<file path="src/hw/rtl/wfafc_pkg.sv">
package wfafc_pkg;

    localparam int STATION_ENTRIES = 8;
    localparam int STA_AW  = (STATION_ENTRIES > 1) ? $clog2(STATION_ENTRIES) : 1;
    localparam int STA_CW  = $clog2(STATION_ENTRIES + 1);
    localparam int ADDR_W  = 48;
    localparam int COUNT_W = 32;

    localparam int PADDR_W   = 5;
    localparam int PDATA_W   = 64;
    localparam int REG_LSB   = 3;
    localparam int REG_IDX_W = 2;

    localparam logic [REG_IDX_W-1:0] REG_FILTER_MODE   = 2'd0;
    localparam logic [REG_IDX_W-1:0] REG_FILTER_BSSID  = 2'd1;
    localparam logic [REG_IDX_W-1:0] REG_STATION_COUNT = 2'd2;

    localparam logic [1:0] MODE_FRAME = 2'd0;
    localparam logic [1:0] MODE_WRITE = 2'd1;
    localparam logic [1:0] MODE_CLEAR = 2'd2;

    localparam logic [1:0] FM_ALL     = 2'd0;
    localparam logic [1:0] FM_BSSID   = 2'd1;
    localparam logic [1:0] FM_STATION = 2'd2;

    localparam logic [1:0] KIND_MGMT = 2'd0;
    localparam logic [1:0] KIND_DATA = 2'd1;

    localparam int FC_TO_DS_BIT   = 8;
    localparam int FC_FROM_DS_BIT = 9;

    localparam logic [11:0] MIN_FRAME_LEN   = 12'd10;
    localparam logic [11:0] FULL_HEADER_LEN = 12'd24;

    typedef struct packed {
        logic [1:0]        filter_mode;
        logic [ADDR_W-1:0] filter_bssid;
        logic [3:0]        station_count;
    } t_cfg;

endpackage

</file>
<file path="src/hw/rtl/wfafc_in_if.sv">
interface wfafc_in_if;
    logic        valid;
    logic        ready;
    logic [1:0]  mode;
    logic [11:0] frame_length;
    logic [1:0]  frame_kind;
    logic [15:0] frame_control;
    logic [47:0] address_one;
    logic [47:0] address_two;
    logic [47:0] address_three;
    logic [2:0]  entry_index;
    logic [47:0] entry_address;

    modport source (
        output valid, mode, frame_length, frame_kind, frame_control,
               address_one, address_two, address_three, entry_index, entry_address,
        input  ready
    );
    modport sink (
        input  valid, mode, frame_length, frame_kind, frame_control,
               address_one, address_two, address_three, entry_index, entry_address,
        output ready
    );
endinterface

</file>
<file path="src/hw/rtl/wfafc_out_if.sv">
interface wfafc_out_if;
    logic        valid;
    logic        ready;
    logic        counted;
    logic [31:0] frame_count;

    modport source (output valid, counted, frame_count, input ready);
    modport sink (input valid, counted, frame_count, output ready);
endinterface

</file>
<file path="src/hw/rtl/wfafc_ram.sv">
module wfafc_ram #(
    parameter int DEPTH = 8,
    parameter int WIDTH = 48
) (
    input  logic                                        i_clk,
    input  logic                                        i_wr_en,
    input  logic [((DEPTH > 1) ? $clog2(DEPTH) : 1)-1:0] i_wr_addr,
    input  logic [WIDTH-1:0]                            i_wr_data,
    input  logic                                        i_rd_en,
    input  logic [((DEPTH > 1) ? $clog2(DEPTH) : 1)-1:0] i_rd_addr,
    output logic [WIDTH-1:0]                            o_rd_data
);

    logic [WIDTH-1:0] r_mem [DEPTH];
    logic [WIDTH-1:0] r_rd_data;

    always_ff @(posedge i_clk) begin
        if (i_wr_en) begin
            r_mem[i_wr_addr] <= i_wr_data;
        end
        if (i_rd_en) begin
            r_rd_data <= r_mem[i_rd_addr];
        end
    end

    assign o_rd_data = r_rd_data;

endmodule

</file>
<file path="src/hw/rtl/wfafc_cfg.sv">
module wfafc_cfg (
    input  logic                          i_clk,
    input  logic                          i_rst_n,
    input  logic                          psel,
    input  logic                          penable,
    input  logic                          pwrite,
    input  logic [wfafc_pkg::PADDR_W-1:0] paddr,
    input  logic [wfafc_pkg::PDATA_W-1:0] pwdata,
    output logic [wfafc_pkg::PDATA_W-1:0] prdata,
    output logic                          pready,
    output wfafc_pkg::t_cfg               o_cfg
);

    wfafc_pkg::t_cfg                     r_cfg;
    logic [wfafc_pkg::REG_IDX_W-1:0]     w_idx;

    assign w_idx  = paddr[wfafc_pkg::PADDR_W-1:wfafc_pkg::REG_LSB];
    assign pready = 1'b1;
    assign o_cfg  = r_cfg;

    always_ff @(posedge i_clk) begin
        if (!i_rst_n) begin
            r_cfg <= '0;
        end else if (psel && penable && pwrite) begin
            unique case (w_idx)
                wfafc_pkg::REG_FILTER_MODE: begin
                    r_cfg.filter_mode <= pwdata[1:0];
                end
                wfafc_pkg::REG_FILTER_BSSID: begin
                    r_cfg.filter_bssid <= pwdata[wfafc_pkg::ADDR_W-1:0];
                end
                wfafc_pkg::REG_STATION_COUNT: begin
                    r_cfg.station_count <= pwdata[3:0];
                end
                default: begin
                end
            endcase
        end
    end

    always_comb begin
        unique case (w_idx)
            wfafc_pkg::REG_FILTER_MODE: begin
                prdata = {{(wfafc_pkg::PDATA_W-2){1'b0}}, r_cfg.filter_mode};
            end
            wfafc_pkg::REG_FILTER_BSSID: begin
                prdata = {{(wfafc_pkg::PDATA_W-wfafc_pkg::ADDR_W){1'b0}}, r_cfg.filter_bssid};
            end
            wfafc_pkg::REG_STATION_COUNT: begin
                prdata = {{(wfafc_pkg::PDATA_W-4){1'b0}}, r_cfg.station_count};
            end
            default: begin
                prdata = '0;
            end
        endcase
    end

endmodule

</file>
<file path="src/hw/rtl/wfafc_ctrl.sv">
module wfafc_ctrl (
    input  logic                                 i_clk,
    input  logic                                 i_rst_n,
    input  wfafc_pkg::t_cfg                      i_cfg,
    wfafc_in_if.sink                             i_item,
    wfafc_out_if.source                          o_result,
    output logic                                 o_wr_en,
    output logic [wfafc_pkg::STA_AW-1:0]         o_wr_addr,
    output logic [wfafc_pkg::ADDR_W-1:0]         o_wr_data,
    output logic                                 o_rd_en,
    output logic [wfafc_pkg::STA_AW-1:0]         o_rd_addr,
    input  logic [wfafc_pkg::ADDR_W-1:0]         i_rd_data
);

    typedef enum logic [1:0] {
        ST_IDLE,
        ST_EVAL,
        ST_SCAN,
        ST_DONE
    } t_state;

    t_state r_state, n_state;

    logic [1:0]                      r_mode, n_mode;
    logic [11:0]                     r_len, n_len;
    logic [1:0]                      r_kind, n_kind;
    logic [15:0]                     r_fc, n_fc;
    logic [wfafc_pkg::ADDR_W-1:0]    r_a1, n_a1;
    logic [wfafc_pkg::ADDR_W-1:0]    r_a2, n_a2;
    logic [wfafc_pkg::ADDR_W-1:0]    r_a3, n_a3;
    logic [2:0]                      r_eidx, n_eidx;
    logic [wfafc_pkg::ADDR_W-1:0]    r_eaddr, n_eaddr;

    logic [wfafc_pkg::STA_CW-1:0]    r_idx, n_idx;
    logic                            r_issue, n_issue;
    logic                            r_pend, n_pend;
    logic                            r_last, n_last;
    logic                            r_hit, n_hit;
    logic                            r_verdict, n_verdict;

    logic                            r_ovalid, n_ovalid;
    logic                            r_ocounted, n_ocounted;
    logic [wfafc_pkg::COUNT_W-1:0]   r_ocount, n_ocount;
    logic [wfafc_pkg::COUNT_W-1:0]   r_count, n_count;

    logic                            w_load;
    logic                            w_base, w_hdr_ok, w_pass, w_scan;
    logic                            w_to_ds, w_from_ds, w_has_second, w_match;
    logic [wfafc_pkg::ADDR_W-1:0]    w_bssid, w_sta_a, w_sta_b;
    logic [wfafc_pkg::STA_CW-1:0]    w_n_lim, w_idx_inc;
    logic                            w_slot_ok;

    assign i_item.ready         = (r_state == ST_IDLE);
    assign o_result.valid       = r_ovalid;
    assign o_result.counted     = r_ocounted;
    assign o_result.frame_count = r_ocount;

    assign w_n_lim = (int'(i_cfg.station_count) > wfafc_pkg::STATION_ENTRIES)
                   ? wfafc_pkg::STA_CW'(wfafc_pkg::STATION_ENTRIES)
                   : wfafc_pkg::STA_CW'(i_cfg.station_count);
    assign w_idx_inc = wfafc_pkg::STA_CW'(r_idx + 1'b1);
    assign w_slot_ok = (int'(r_eidx) < wfafc_pkg::STATION_ENTRIES);

    assign w_to_ds   = r_fc[wfafc_pkg::FC_TO_DS_BIT];
    assign w_from_ds = r_fc[wfafc_pkg::FC_FROM_DS_BIT];

    always_comb begin
        w_has_second = 1'b0;
        w_sta_b      = r_a2;
        if (w_to_ds) begin
            w_bssid = r_a1;
            w_sta_a = r_a2;
        end else if (w_from_ds) begin
            w_bssid = r_a2;
            w_sta_a = r_a1;
        end else begin
            w_bssid      = r_a3;
            w_sta_a      = r_a1;
            w_has_second = 1'b1;
        end
    end

    assign w_base   = (r_len >= wfafc_pkg::MIN_FRAME_LEN)
                   && ((r_kind == wfafc_pkg::KIND_MGMT) || (r_kind == wfafc_pkg::KIND_DATA));
    assign w_hdr_ok = (r_len >= wfafc_pkg::FULL_HEADER_LEN) && !(w_to_ds && w_from_ds)
                   && (w_bssid == i_cfg.filter_bssid);

    always_comb begin
        case (i_cfg.filter_mode)
            wfafc_pkg::FM_ALL:   w_pass = w_base;
            wfafc_pkg::FM_BSSID: w_pass = w_base && w_hdr_ok;
            default:             w_pass = 1'b0;
        endcase
    end

    assign w_scan  = (i_cfg.filter_mode == wfafc_pkg::FM_STATION) && w_base && w_hdr_ok
                  && (w_n_lim != '0);
    assign w_match = (i_rd_data == w_sta_a) || (w_has_second && (i_rd_data == w_sta_b));

    assign o_wr_addr = wfafc_pkg::STA_AW'(r_eidx);
    assign o_wr_data = r_eaddr;
    assign o_rd_addr = r_idx[wfafc_pkg::STA_AW-1:0];

    always_comb begin
        n_state    = r_state;
        n_mode     = r_mode;
        n_len      = r_len;
        n_kind     = r_kind;
        n_fc       = r_fc;
        n_a1       = r_a1;
        n_a2       = r_a2;
        n_a3       = r_a3;
        n_eidx     = r_eidx;
        n_eaddr    = r_eaddr;
        n_idx      = r_idx;
        n_issue    = r_issue;
        n_pend     = r_pend;
        n_last     = r_last;
        n_hit      = r_hit;
        n_verdict  = r_verdict;
        n_ovalid   = r_ovalid;
        n_ocounted = r_ocounted;
        n_ocount   = r_ocount;
        n_count    = r_count;
        o_wr_en    = 1'b0;
        o_rd_en    = 1'b0;
        w_load     = 1'b0;

        unique case (r_state)
            ST_IDLE: begin
                if (i_item.valid) begin
                    n_mode  = i_item.mode;
                    n_len   = i_item.frame_length;
                    n_kind  = i_item.frame_kind;
                    n_fc    = i_item.frame_control;
                    n_a1    = i_item.address_one;
                    n_a2    = i_item.address_two;
                    n_a3    = i_item.address_three;
                    n_eidx  = i_item.entry_index;
                    n_eaddr = i_item.entry_address;
                    n_state = ST_EVAL;
                end
            end
            ST_EVAL: begin
                n_verdict = 1'b0;
                n_state   = ST_DONE;
                case (r_mode)
                    wfafc_pkg::MODE_FRAME: begin
                        if (w_scan) begin
                            n_state = ST_SCAN;
                            n_idx   = '0;
                            n_issue = 1'b1;
                            n_pend  = 1'b0;
                            n_hit   = 1'b0;
                        end else begin
                            n_verdict = w_pass;
                        end
                    end
                    wfafc_pkg::MODE_WRITE: begin
                        o_wr_en = w_slot_ok;
                    end
                    default: begin
                    end
                endcase
            end
            ST_SCAN: begin
                o_rd_en = r_issue;
                n_pend  = r_issue;
                if (r_issue) begin
                    n_idx  = w_idx_inc;
                    n_last = (w_idx_inc == w_n_lim);
                    if (w_idx_inc == w_n_lim) begin
                        n_issue = 1'b0;
                    end
                end
                if (r_pend) begin
                    n_hit = r_hit || w_match;
                    if (r_last) begin
                        n_verdict = r_hit || w_match;
                        n_state   = ST_DONE;
                    end
                end
            end
            ST_DONE: begin
                if (!r_ovalid || o_result.ready) begin
                    w_load  = 1'b1;
                    n_state = ST_IDLE;
                end
            end
            default: begin
                n_state = ST_IDLE;
            end
        endcase

        if (w_load) begin
            if (r_mode == wfafc_pkg::MODE_CLEAR) begin
                n_count = '0;
            end else if (r_verdict) begin
                n_count = r_count + 1'b1;
            end
            n_ovalid   = 1'b1;
            n_ocounted = r_verdict;
            n_ocount   = n_count;
        end else if (r_ovalid && o_result.ready) begin
            n_ovalid = 1'b0;
        end
    end

    always_ff @(posedge i_clk) begin
        if (!i_rst_n) begin
            r_state   <= ST_IDLE;
            r_issue   <= 1'b0;
            r_pend    <= 1'b0;
            r_last    <= 1'b0;
            r_hit     <= 1'b0;
            r_verdict <= 1'b0;
            r_ovalid  <= 1'b0;
            r_count   <= '0;
            r_idx     <= '0;
        end else begin
            r_state   <= n_state;
            r_issue   <= n_issue;
            r_pend    <= n_pend;
            r_last    <= n_last;
            r_hit     <= n_hit;
            r_verdict <= n_verdict;
            r_ovalid  <= n_ovalid;
            r_count   <= n_count;
            r_idx     <= n_idx;
        end
        r_mode     <= n_mode;
        r_len      <= n_len;
        r_kind     <= n_kind;
        r_fc       <= n_fc;
        r_a1       <= n_a1;
        r_a2       <= n_a2;
        r_a3       <= n_a3;
        r_eidx     <= n_eidx;
        r_eaddr    <= n_eaddr;
        r_ocounted <= n_ocounted;
        r_ocount   <= n_ocount;
    end

`ifndef SYNTHESIS
    a_accept_eval: assert property (@(posedge i_clk) disable iff (!i_rst_n)
        (i_item.valid && i_item.ready) |=> (r_state == ST_EVAL))
        else $error("accepted item not evaluated");

    a_rd_in_range: assert property (@(posedge i_clk) disable iff (!i_rst_n)
        o_rd_en |-> (r_idx < w_n_lim))
        else $error("station read beyond active entries");

    a_count_stable: assert property (@(posedge i_clk) disable iff (!i_rst_n)
        !w_load |=> $stable(r_count))
        else $error("frame count moved without a result");

    a_count_step: assert property (@(posedge i_clk) disable iff (!i_rst_n)
        (w_load && r_verdict && (r_mode == wfafc_pkg::MODE_FRAME))
            |=> (o_result.frame_count == $past(r_count) + 1'b1) && o_result.counted)
        else $error("counted frame did not advance count");
`endif

endmodule

</file>
<file path="src/hw/rtl/wifi_frame_address_filter_counter_top.sv">
// 802.11 BSSID and station address filter with a wrapping accepted-frame count.
// Input channel i_item carries one item per transfer: a frame header (mode
// frame), a station table write (mode write) or a clear of the count (mode
// clear). Output channel o_result returns exactly one result per item:
// counted and the 32-bit frame count after that item.
// One item is in work at a time. An item passes the evaluate and done states
// to the output register; a frame matched against the station set also takes a
// scan of n = min(station_count, 8) entries that reads one entry per cycle and
// compares the first station address, and the second when neither DS bit is set.
// A new item is taken while a finished result still waits in the output
// register; if the receiver stalls, the following result holds in the block
// and no further item is taken until the output register drains.
// Configuration registers sit on the APB port at byte addresses 0, 8 and 16;
// the user writes them while the block is idle, which the block does not enforce.
// Reset clears the count, the registers and the channel state; the station
// table holds no defined value until written.
module wifi_frame_address_filter_counter_top (
    input  logic                          i_clk,
    input  logic                          i_rst_n,
    input  logic                          psel,
    input  logic                          penable,
    input  logic                          pwrite,
    input  logic [wfafc_pkg::PADDR_W-1:0] paddr,
    input  logic [wfafc_pkg::PDATA_W-1:0] pwdata,
    output logic [wfafc_pkg::PDATA_W-1:0] prdata,
    output logic                          pready,
    wfafc_in_if.sink                      i_item,
    wfafc_out_if.source                   o_result
);

    wfafc_pkg::t_cfg                     w_cfg;
    logic                                w_wr_en;
    logic [wfafc_pkg::STA_AW-1:0]        w_wr_addr;
    logic [wfafc_pkg::ADDR_W-1:0]        w_wr_data;
    logic                                w_rd_en;
    logic [wfafc_pkg::STA_AW-1:0]        w_rd_addr;
    logic [wfafc_pkg::ADDR_W-1:0]        w_rd_data;

    wfafc_cfg u_cfg (
        .i_clk   (i_clk),
        .i_rst_n (i_rst_n),
        .psel    (psel),
        .penable (penable),
        .pwrite  (pwrite),
        .paddr   (paddr),
        .pwdata  (pwdata),
        .prdata  (prdata),
        .pready  (pready),
        .o_cfg   (w_cfg)
    );

    wfafc_ram #(
        .DEPTH (wfafc_pkg::STATION_ENTRIES),
        .WIDTH (wfafc_pkg::ADDR_W)
    ) u_ram (
        .i_clk     (i_clk),
        .i_wr_en   (w_wr_en),
        .i_wr_addr (w_wr_addr),
        .i_wr_data (w_wr_data),
        .i_rd_en   (w_rd_en),
        .i_rd_addr (w_rd_addr),
        .o_rd_data (w_rd_data)
    );

    wfafc_ctrl u_ctrl (
        .i_clk     (i_clk),
        .i_rst_n   (i_rst_n),
        .i_cfg     (w_cfg),
        .i_item    (i_item),
        .o_result  (o_result),
        .o_wr_en   (w_wr_en),
        .o_wr_addr (w_wr_addr),
        .o_wr_data (w_wr_data),
        .o_rd_en   (w_rd_en),
        .o_rd_addr (w_rd_addr),
        .i_rd_data (w_rd_data)
    );

endmodule

</file>
<file path="src/flat_wrapper.sv">
// flat-port wrapper written by rule: the top's interface ports become plain ports
module wifi_frame_address_filter_counter_top_flat 
  (i_clk, i_rst_n, psel, penable, pwrite, paddr, pwdata, prdata, pready, i_item_valid, i_item_mode, i_item_frame_length, i_item_frame_kind, i_item_frame_control, i_item_address_one, i_item_address_two, i_item_address_three, i_item_entry_index, i_item_entry_address, i_item_ready, o_result_valid, o_result_counted, o_result_frame_count, o_result_ready);
  wfafc_in_if i_item_i ();
  wfafc_out_if o_result_i ();
  input  logic i_clk;
  input  logic i_rst_n;
  input  logic psel;
  input  logic penable;
  input  logic pwrite;
  input  logic [wfafc_pkg::PADDR_W-1:0] paddr;
  input  logic [wfafc_pkg::PDATA_W-1:0] pwdata;
  output logic [wfafc_pkg::PDATA_W-1:0] prdata;
  output logic pready;
  input wire logic [$bits(i_item_i.valid)-1:0] i_item_valid;
  input wire logic [$bits(i_item_i.mode)-1:0] i_item_mode;
  input wire logic [$bits(i_item_i.frame_length)-1:0] i_item_frame_length;
  input wire logic [$bits(i_item_i.frame_kind)-1:0] i_item_frame_kind;
  input wire logic [$bits(i_item_i.frame_control)-1:0] i_item_frame_control;
  input wire logic [$bits(i_item_i.address_one)-1:0] i_item_address_one;
  input wire logic [$bits(i_item_i.address_two)-1:0] i_item_address_two;
  input wire logic [$bits(i_item_i.address_three)-1:0] i_item_address_three;
  input wire logic [$bits(i_item_i.entry_index)-1:0] i_item_entry_index;
  input wire logic [$bits(i_item_i.entry_address)-1:0] i_item_entry_address;
  output wire logic [$bits(i_item_i.ready)-1:0] i_item_ready;
  output wire logic [$bits(o_result_i.valid)-1:0] o_result_valid;
  output wire logic [$bits(o_result_i.counted)-1:0] o_result_counted;
  output wire logic [$bits(o_result_i.frame_count)-1:0] o_result_frame_count;
  input wire logic [$bits(o_result_i.ready)-1:0] o_result_ready;
  assign i_item_i.valid = i_item_valid;
  assign i_item_i.mode = i_item_mode;
  assign i_item_i.frame_length = i_item_frame_length;
  assign i_item_i.frame_kind = i_item_frame_kind;
  assign i_item_i.frame_control = i_item_frame_control;
  assign i_item_i.address_one = i_item_address_one;
  assign i_item_i.address_two = i_item_address_two;
  assign i_item_i.address_three = i_item_address_three;
  assign i_item_i.entry_index = i_item_entry_index;
  assign i_item_i.entry_address = i_item_entry_address;
  assign i_item_ready = i_item_i.ready;
  assign o_result_valid = o_result_i.valid;
  assign o_result_counted = o_result_i.counted;
  assign o_result_frame_count = o_result_i.frame_count;
  assign o_result_i.ready = o_result_ready;
  wifi_frame_address_filter_counter_top u_core (.i_clk(i_clk), .i_rst_n(i_rst_n), .psel(psel), .penable(penable), .pwrite(pwrite), .paddr(paddr), .pwdata(pwdata), .prdata(prdata), .pready(pready), .i_item(i_item_i), .o_result(o_result_i));
endmodule
</file>
<file path="config.mk">
export PLATFORM = sky130hd
export DESIGN_NAME = wifi_frame_address_filter_counter_top_flat
export DESIGN_NICKNAME = d
export VERILOG_FILES = /design/src/hw/rtl/wfafc_pkg.sv /design/src/hw/rtl/wfafc_in_if.sv /design/src/hw/rtl/wfafc_out_if.sv /design/src/hw/rtl/wfafc_ram.sv /design/src/hw/rtl/wfafc_cfg.sv /design/src/hw/rtl/wfafc_ctrl.sv /design/src/hw/rtl/wifi_frame_address_filter_counter_top.sv /design/src/flat_wrapper.sv
export SDC_FILE = /design/constraint.sdc
export NUM_CORES = 1
export LEC_CHECK = 0
export ABC_CLOCK_PERIOD_IN_PS = 17400
export BUFFER_PORTS_ARGS = -buffer_cell sky130_fd_sc_hd__buf_4
export CAP_MARGIN = 20
export CORE_UTILIZATION = 30
export CTS_CLUSTER_DIAMETER = 60
export CTS_CLUSTER_SIZE = 14
export DETAILED_ROUTE_END_ITERATION = 10
export PLACE_DENSITY = 0.47
export SYNTH_ARGS = -nofsm -noshare
export SYNTH_HDL_FRONTEND = slang
export SYNTH_HIERARCHICAL = 1
export SYNTH_SLANG_ARGS = --single-unit
</file>
<file path="constraint.sdc">
create_clock -name i_clk -period 17.4 [get_ports i_clk]
set_input_delay 0.87 -clock i_clk [delete_from_list [all_inputs] [get_ports i_clk]]
set_output_delay 0.87 -clock i_clk [all_outputs]
set_load 0.02 [all_outputs]
</file>
==> results of run 1 <==
## sequential cells by signal, indices dropped and copies added, names as in the netlist, 2 cells and up
| name | count |
|---|---|
| u_core/u_ctrl/o_result.frame_count | 32 |
| u_core/u_ctrl/r_count | 32 |
| u_core/u_ctrl/o_wr_data | 48 |
| u_core/u_ctrl/r_mode | 2 |
| u_core/u_cfg/o_cfg | 54 |
| u_core/u_ram/r_mem | 384 |
| u_core/u_ctrl/r_a1 | 48 |
| u_core/u_ram/o_rd_data | 48 |
| u_core/u_ctrl/r_a3 | 48 |
| u_core/u_ctrl/r_a2 | 48 |
| u_core/u_ctrl/r_idx | 4 |
| u_core/u_ctrl/r_len | 11 |
| u_core/u_ctrl/r_fc | 2 |
| u_core/u_ctrl/o_wr_addr | 3 |
| u_core/u_ctrl/r_state | 2 |
## through the flow
step / setup slack (ps) / utilization (%)
final: 12910 / 36.7
after global routing: 12770 / 36.7
after CTS: 12970 / 36.7
after detailed placement: 12980 / 34.2
after global placement: 12940 / 34.2
after floorplan: 11180 / -
## critical path: stages, from the launching register on
cell and delay (ps):
edfxtp_1 320, buf_4 500, buf_4 680, nor2b_1 220, a211oi_1 60, or4_1 560
nor4_1 750, nand4_1 250, nor4_4 490, mux2_2 400, a21oi_1 130
## worst min-delay path by stage
stage | end | slack, ps | depth (start not counted)
5_1_grt | u_core/u_ctrl/o_wr_data[7]$_DFFE_PP_ | 340 | 1
2_1_floorplan | u_core/u_ctrl/r_hit$_SDFFE_PN0P_ | 440 | 2
4_1_cts | u_core/u_ctrl/o_wr_data[14]$_DFFE_PP_ | 330 | 1
3_3_place_gp | u_core/u_ctrl/r_count[12]$_SDFFE_PN0P_ | 460 | 2
3_5_place_dp | u_core/u_ctrl/r_count[20]$_SDFFE_PN0P_ | 480 | 2
6_report | u_core/u_ctrl/r_a2[15]$_DFFE_PP_ | 380 | 1
## cell type report
type | instances | area [µm²] | share of cell area, %
clock buffer | 93 | 2110 | 5.43
inverter | 34 | 128 | 0.328
tap | 1391 | 1740 | 4.47
sequential | 774 | 22300 | 57.2
clock inverter | 43 | 526 | 1.35
antenna | 4 | 10.0 | 0.0257
multi-input combinational | 1105 | 9270 | 23.8
timing repair buffer | 378 | 2850 | 7.33
## synthesized netlist by cell type, types with 3 or more instances
| cell | instances | area, µm² |
|---|---|---|
| buf_4 | 23 | 173 |
| and2_1 | 47 | 294 |
| o211ai_1 | 9 | 67.6 |
| and3_1 | 3 | 18.8 |
| dfxtp_1 | 98 | 1960 |
| or3_1 | 12 | 75.1 |
| nor4_1 | 19 | 119 |
| or4_1 | 8 | 60.1 |
| buf_12 | 8 | 160 |
| xnor2_1 | 67 | 587 |
| nand4_1 | 31 | 194 |
| clkbuf_1 | 43 | 161 |
| mux2i_1 | 132 | 1320 |
| nand2b_1 | 11 | 68.8 |
| buf_2 | 24 | 120 |
| o211a_1 | 4 | 40.0 |
| mux2_4 | 40 | 601 |
| a21oi_1 | 39 | 195 |
| a211oi_1 | 13 | 97.6 |
| mux4_1 | 3 | 78.8 |
| a211o_1 | 6 | 52.6 |
| ha_1 | 6 | 75.1 |
| o21ai_0 | 39 | 195 |
| a22oi_1 | 10 | 75.1 |
| mux2_2 | 12 | 135 |
| inv_1 | 34 | 128 |
| xor2_1 | 80 | 701 |
| nor2b_1 | 29 | 181 |
| nand2_1 | 207 | 777 |
| nor2_1 | 63 | 236 |
| o31ai_1 | 4 | 30.0 |
| o22ai_1 | 8 | 50.1 |
| a221o_1 | 3 | 30.0 |
| mux4_2 | 93 | 2090 |
| nand3_1 | 22 | 110 |
| buf_6 | 7 | 78.8 |
| nor3_1 | 19 | 95.1 |
| a31oi_1 | 8 | 50.1 |
| edfxtp_1 | 676 | 20300 |
| buf_1 | 5 | 18.8 |
## logic make-up after synthesis
| family | synth area share [%] |
|---|---|
| other | 0.0233 |
| adders and majority gates | 0.233 |
| muxes | 13.2 |
| xor gates and xnor gates | 3.99 |
| and+or+nand+nor | 7.36 |
| buffers and inverters | 2.65 |
| DFF | 69.0 |
| AOI/OAI and AO/OA | 3.58 |
## routing by layer
metal / vias up / wire length, µm / global-route usage [%] / share of wire, %
met5: - / 22 / 0 / 0.023
met4: 4 / 2510 / 4.78 / 2.6
met3: 131 / 5420 / 2.82 / 5.7
met2: 624 / 43300 / 26.8 / 45
met1: 9440 / 44500 / 25.0 / 46
li1: 8351 / - / - / -
## power by group through the flow
| stage | Clock [µW] | Combinational (µW) | Sequential, µW |
|---|---|---|---|
| floorplan | 0 | 303 | 2380 |
| global placement | 0 | 513 | 2410 |
| detailed placement | 0 | 521 | 2420 |
| CTS | 1790 | 523 | 2380 |
| global route | 1860 | 556 | 2390 |
| finish | 1740 | 516 | 2380 |
==> impl_metrics.toml, run 1 <==
[grt]
grt_pass1_wl_um = 133000
grt_max_degree = 81
grt_usage_pct = 17.3
antenna_found_initial = 7
grt_pass1_vias = 18600
grt-ovfl-total = 0

[setup_path]
crit-reg2reg-launch = "u_core/u_ctrl/r_fc[8]$_DFFE_PP_"
crit_end = "u_core/u_ctrl/r_pend$_SDFFE_PN0P_"
reg2reg_to = "u_core/u_ctrl/r_pend$_SDFFE_PN0P_"
reg2reg_slack_ps = 12910
worstSetupStartpointType = "flop"
criticalPathCategory = "reg2reg"
worstPathArrival_ps = 5070
cp-end-kind = "flop"
critical_path.max_fanout = 69
required_ps = 17990
rr_worst_depth = 10
critPathLaunch = "u_core/u_ctrl/r_fc[8]$_DFFE_PP_"

[floorplan]
ios = 403
start_util_pct = 30.4
die_x_um = 330
dieArea_um2 = 109000
core_um2 = 106000
core.rowCount = 119
die_h_um = 330

[clocking]
htreeDepth = 3
cts_buffers = 81
clock-sinks = 774
cts_tree = "built"
holdBufCountCts = 0
clk_pin_slew_ps = 70
clock_path_buffers = 3
clk_latency_ps = 660
post-cts-setup-buffers = 0
post_cts_resized = 0
root_buffer = "clkbuf_16"

[yosys]
synth-edff-count = 676
async_flop_share_pct = 0
yosysSeqAreaShare_pct = 69.0
syn-mean-instance-area_um2 = 16.1
yosysUniqueCellTypes = 73
netlist_area_um2 = 32300
yosys_warnings = 6
synthCells = 2009
ys.flop_type = "edfxtp_1"
synth-seq-cells = 774

[power_and_ir_drop]
power_uw = 4640
net-switching-power_uw = 1250
vdd_ir_drop_max_v = 0.0000658
p_int_uw = 3380
clkPwrFrac_pct = 37.6
p_comb_share_pct = 11.1
p_sw_share_pct = 27.0
powerDensity_nw_per_um2 = 119
leakage_uw = 0.0133
p_seq_share_pct = 51.3

[final_layout]
finalNetCount = 2683
fill_cells = 10100
fin_cells = 3822
area_growth_pct = 20.6
final_common_cell = "edfxtp_1"
drive_above_1_share_pct = 27.6
design_area_um2 = 38900
mostFrequentLayoutCells = "edfxtp_1 (676), buf_4 (377), nand2_1 (207)"

[routing]
drtAntennaViolNets = 0
first_pass_iters = 5
drt_wl_total_um = 95700
drc_errors = 0
via_count = 18600
routed_via_density = 4.85
wl_per_cell_um = 25.0
drtIter0Drc = 1566

[sta]
tns_ps = 0
relSlewSlack_pct = 25.8
hold_viol_final = 0
max_freq_mhz = 223
tightest_slew_ps = 1110
fin_crit_ps = 4490
finalMaxSlewViolations = 0
finClkSkew_ps = 29.0
fin_crit_sh_pct = 25.8
final-setup-viol-count = 0
hold_ws_ps = 379
rsz0062_at_grt = "false"

[place]
place_area_um2 = 36200
dp_cells = 3681
hpwl_um = 66700
numPortBuffers = 350
place.gp.congestion = 0.843

[hold_path]
hp-class = "in2reg"
min_from = "i_item_address_two[15]"

[flow_run]
drv_cap = 0

[outcome]
status = "completed"
(Power assumes the default switching activity.)
==> run 2, diff against run 1 <==
- ABC_CLOCK_PERIOD_IN_PS: 17400 -> 3730
- PLACE_DENSITY: 0.47 -> 0.48
- clock period: 17.4 -> 3.73 ns (I/O delays scaled with it)
==> run 2 against run 1 <==
- clock power rose to 4.8 times the previous value
- largest power group unchanged
- total power rose to 4.8 times the previous value
- register-to-register slack got worse by 13000 ps
- global-route usage rose by 0.23 points
- critical endpoint is now u_core/u_ctrl/r_verdict$_SDFFE_PN0P_
- critical path type unchanged
- clock skew rose by 22 ps
- worst setup slack got worse by 13000 ps
- die area did not move
==> impl_metrics.toml, run 2 (synthesis gave the netlist of run 1 again) <==
[outcome]
status = "completed"

[routing]
drtAntennaViolNets = 0
drc_errors = 0
via_count = 19500
drt_wl_total_um = 97200
drtIter0Drc = 1693
wl_per_cell_um = 23.6
first_pass_iters = 5
routed_via_density = 4.75

[final_layout]
fin_util_pct = 39.8
drive_above_1_share_pct = 25.8
fin_cells = 4116
finalNetCount = 2979
largest_register_ffs = 384
design_area_um2 = 42200
seqCellArea_um2 = 22300
final_common_cell = "edfxtp_1"
fill_cells = 9733
regMostFlops = "u_core/u_ram/r_mem"
area_growth_pct = 30.9
multi_input_area_um2 = 9280
mostFrequentLayoutCells = "edfxtp_1 (676), buf_4 (381), dlygate4sd3_1 (268)"

[setup_path]
critical_path.max_fanout = 22
criticalPathCategory = "reg2reg"
cp-end-kind = "flop"
crit-reg2reg-launch = "u_core/u_ctrl/r_fc[9]$_DFFE_PP_"
rr_worst_depth = 10
required_ps = 4280
reg2reg_to = "u_core/u_ctrl/r_verdict$_SDFFE_PN0P_"
worstPathArrival_ps = 4020
crit_end = "u_core/u_ctrl/r_verdict$_SDFFE_PN0P_"
critPathLaunch = "u_core/u_ctrl/r_fc[9]$_DFFE_PP_"
reg2reg_slack_ps = 260
worstSetupStartpointType = "flop"

[place]
place.gp.congestion = 0.845
dp_cells = 3709
place_area_um2 = 36800
numPortBuffers = 350
hpwl_um = 70300

[power_and_ir_drop]
leakage_uw = 0.0147
powerDensity_nw_per_um2 = 526
vdd_ir_drop_max_v = 0.000341
power_uw = 22200

[sta]
tns_ps = 0
finClkSkew_ps = 50.8
hold_viol_final = 0
relSlewSlack_pct = 37.7
max_freq_mhz = 288
rsz0062_at_grt = "false"
final-setup-viol-count = 0
fin_crit_sh_pct = 93.0
finalMaxSlewViolations = 0
tightest_slew_ps = 930
fin_crit_ps = 3470

[grt]
grt_pass1_wl_um = 136000
grt_usage_pct = 17.5
antenna_found_initial = 9
grt_max_degree = 67
grt_pass1_vias = 19900
grt-ovfl-total = 0

[hold_path]
hp-class = "in2reg"

[floorplan]
core_um2 = 106000
dieArea_um2 = 109000
start_util_pct = 30.4
ios = 403
die_h_um = 330
die_x_um = 330
core.rowCount = 119

[clocking]
htreeDepth = 3
root_buffer = "clkbuf_16"
post-cts-setup-buffers = 0
cts_buffers = 82
post_cts_resized = 0
clk_pin_slew_ps = 60
clock-sinks = 774
clock_path_buffers = 3
clk_latency_ps = 670
cts_tree = "built"

[flow_run]
drv_cap = 0
-- run 2: routing by layer --
layer	global-route usage [%]	wire, µm	vias up
li1	-	-	8948
met1	24.3	44200	9845
met2	28.4	45600	646
met3	2.96	5330	105
met4	4.69	1990	0
met5	0	0	-
-- run 2: report_power, final --
group | internal (µW) | switching, µW
logic | 1090 | 1520
registers | 10400 | 758
clock network | 4790 | 3620
-- run 2: timing repair --
| action | 4_1_cts | 5_1_grt |
|---|---|---|
| hold buffers | 268 | 0 |
| setup endpoints to repair | 0 | 0 |
| hold endpoints to repair | 268 | 0 |
-- run 2: worst min path at each step --
stage                             from  depth (start not counted)                              endpoint  slack, ps
6_report                       penable                          4    u_core/u_cfg/o_cfg[1]$_SDFFE_PN0P_        150
5_1_grt                        penable                          4    u_core/u_cfg/o_cfg[1]$_SDFFE_PN0P_        150
4_1_cts                        penable                          4    u_core/u_cfg/o_cfg[1]$_SDFFE_PN0P_        110
3_5_place_dp   i_item_address_three[2]                          1       u_core/u_ctrl/r_a3[2]$_DFFE_PP_        370
3_3_place_gp    i_item_address_one[27]                          1      u_core/u_ctrl/r_a1[27]$_DFFE_PP_        370
2_1_floorplan    i_item_entry_index[0]                          0  u_core/u_ctrl/o_wr_addr[0]$_DFFE_PP_        290
-- run 2: critical path, cell delays in order (launching register included) --
cell and delay (ps):
edfxtp_1 370, buf_12 220, mux2i_1 480, a211oi_1 150, or4_1 490, nor4_1 420
buf_4 210, nand3_1 80, o41a_1 320, or4_1 420, a31oi_1 180
-- run 2: layout make-up --
cell class	instances	area share [%]
diodes	2	0.0119
clock buffers	91	4.99
clock inverters	46	1.58
inverters	34	0.302
multi-input cells	1105	22.0
flip-flops and latches	774	52.7
well taps	1391	4.12
repair buffers	673	14.3
-- run 2: through the flow --
stage	hold slack (ps)	setup slack [ps]
floorplan	285	170
global placement	366	213
detailed placement	366	254
CTS	108	179
global route	151	156
finish	147	262
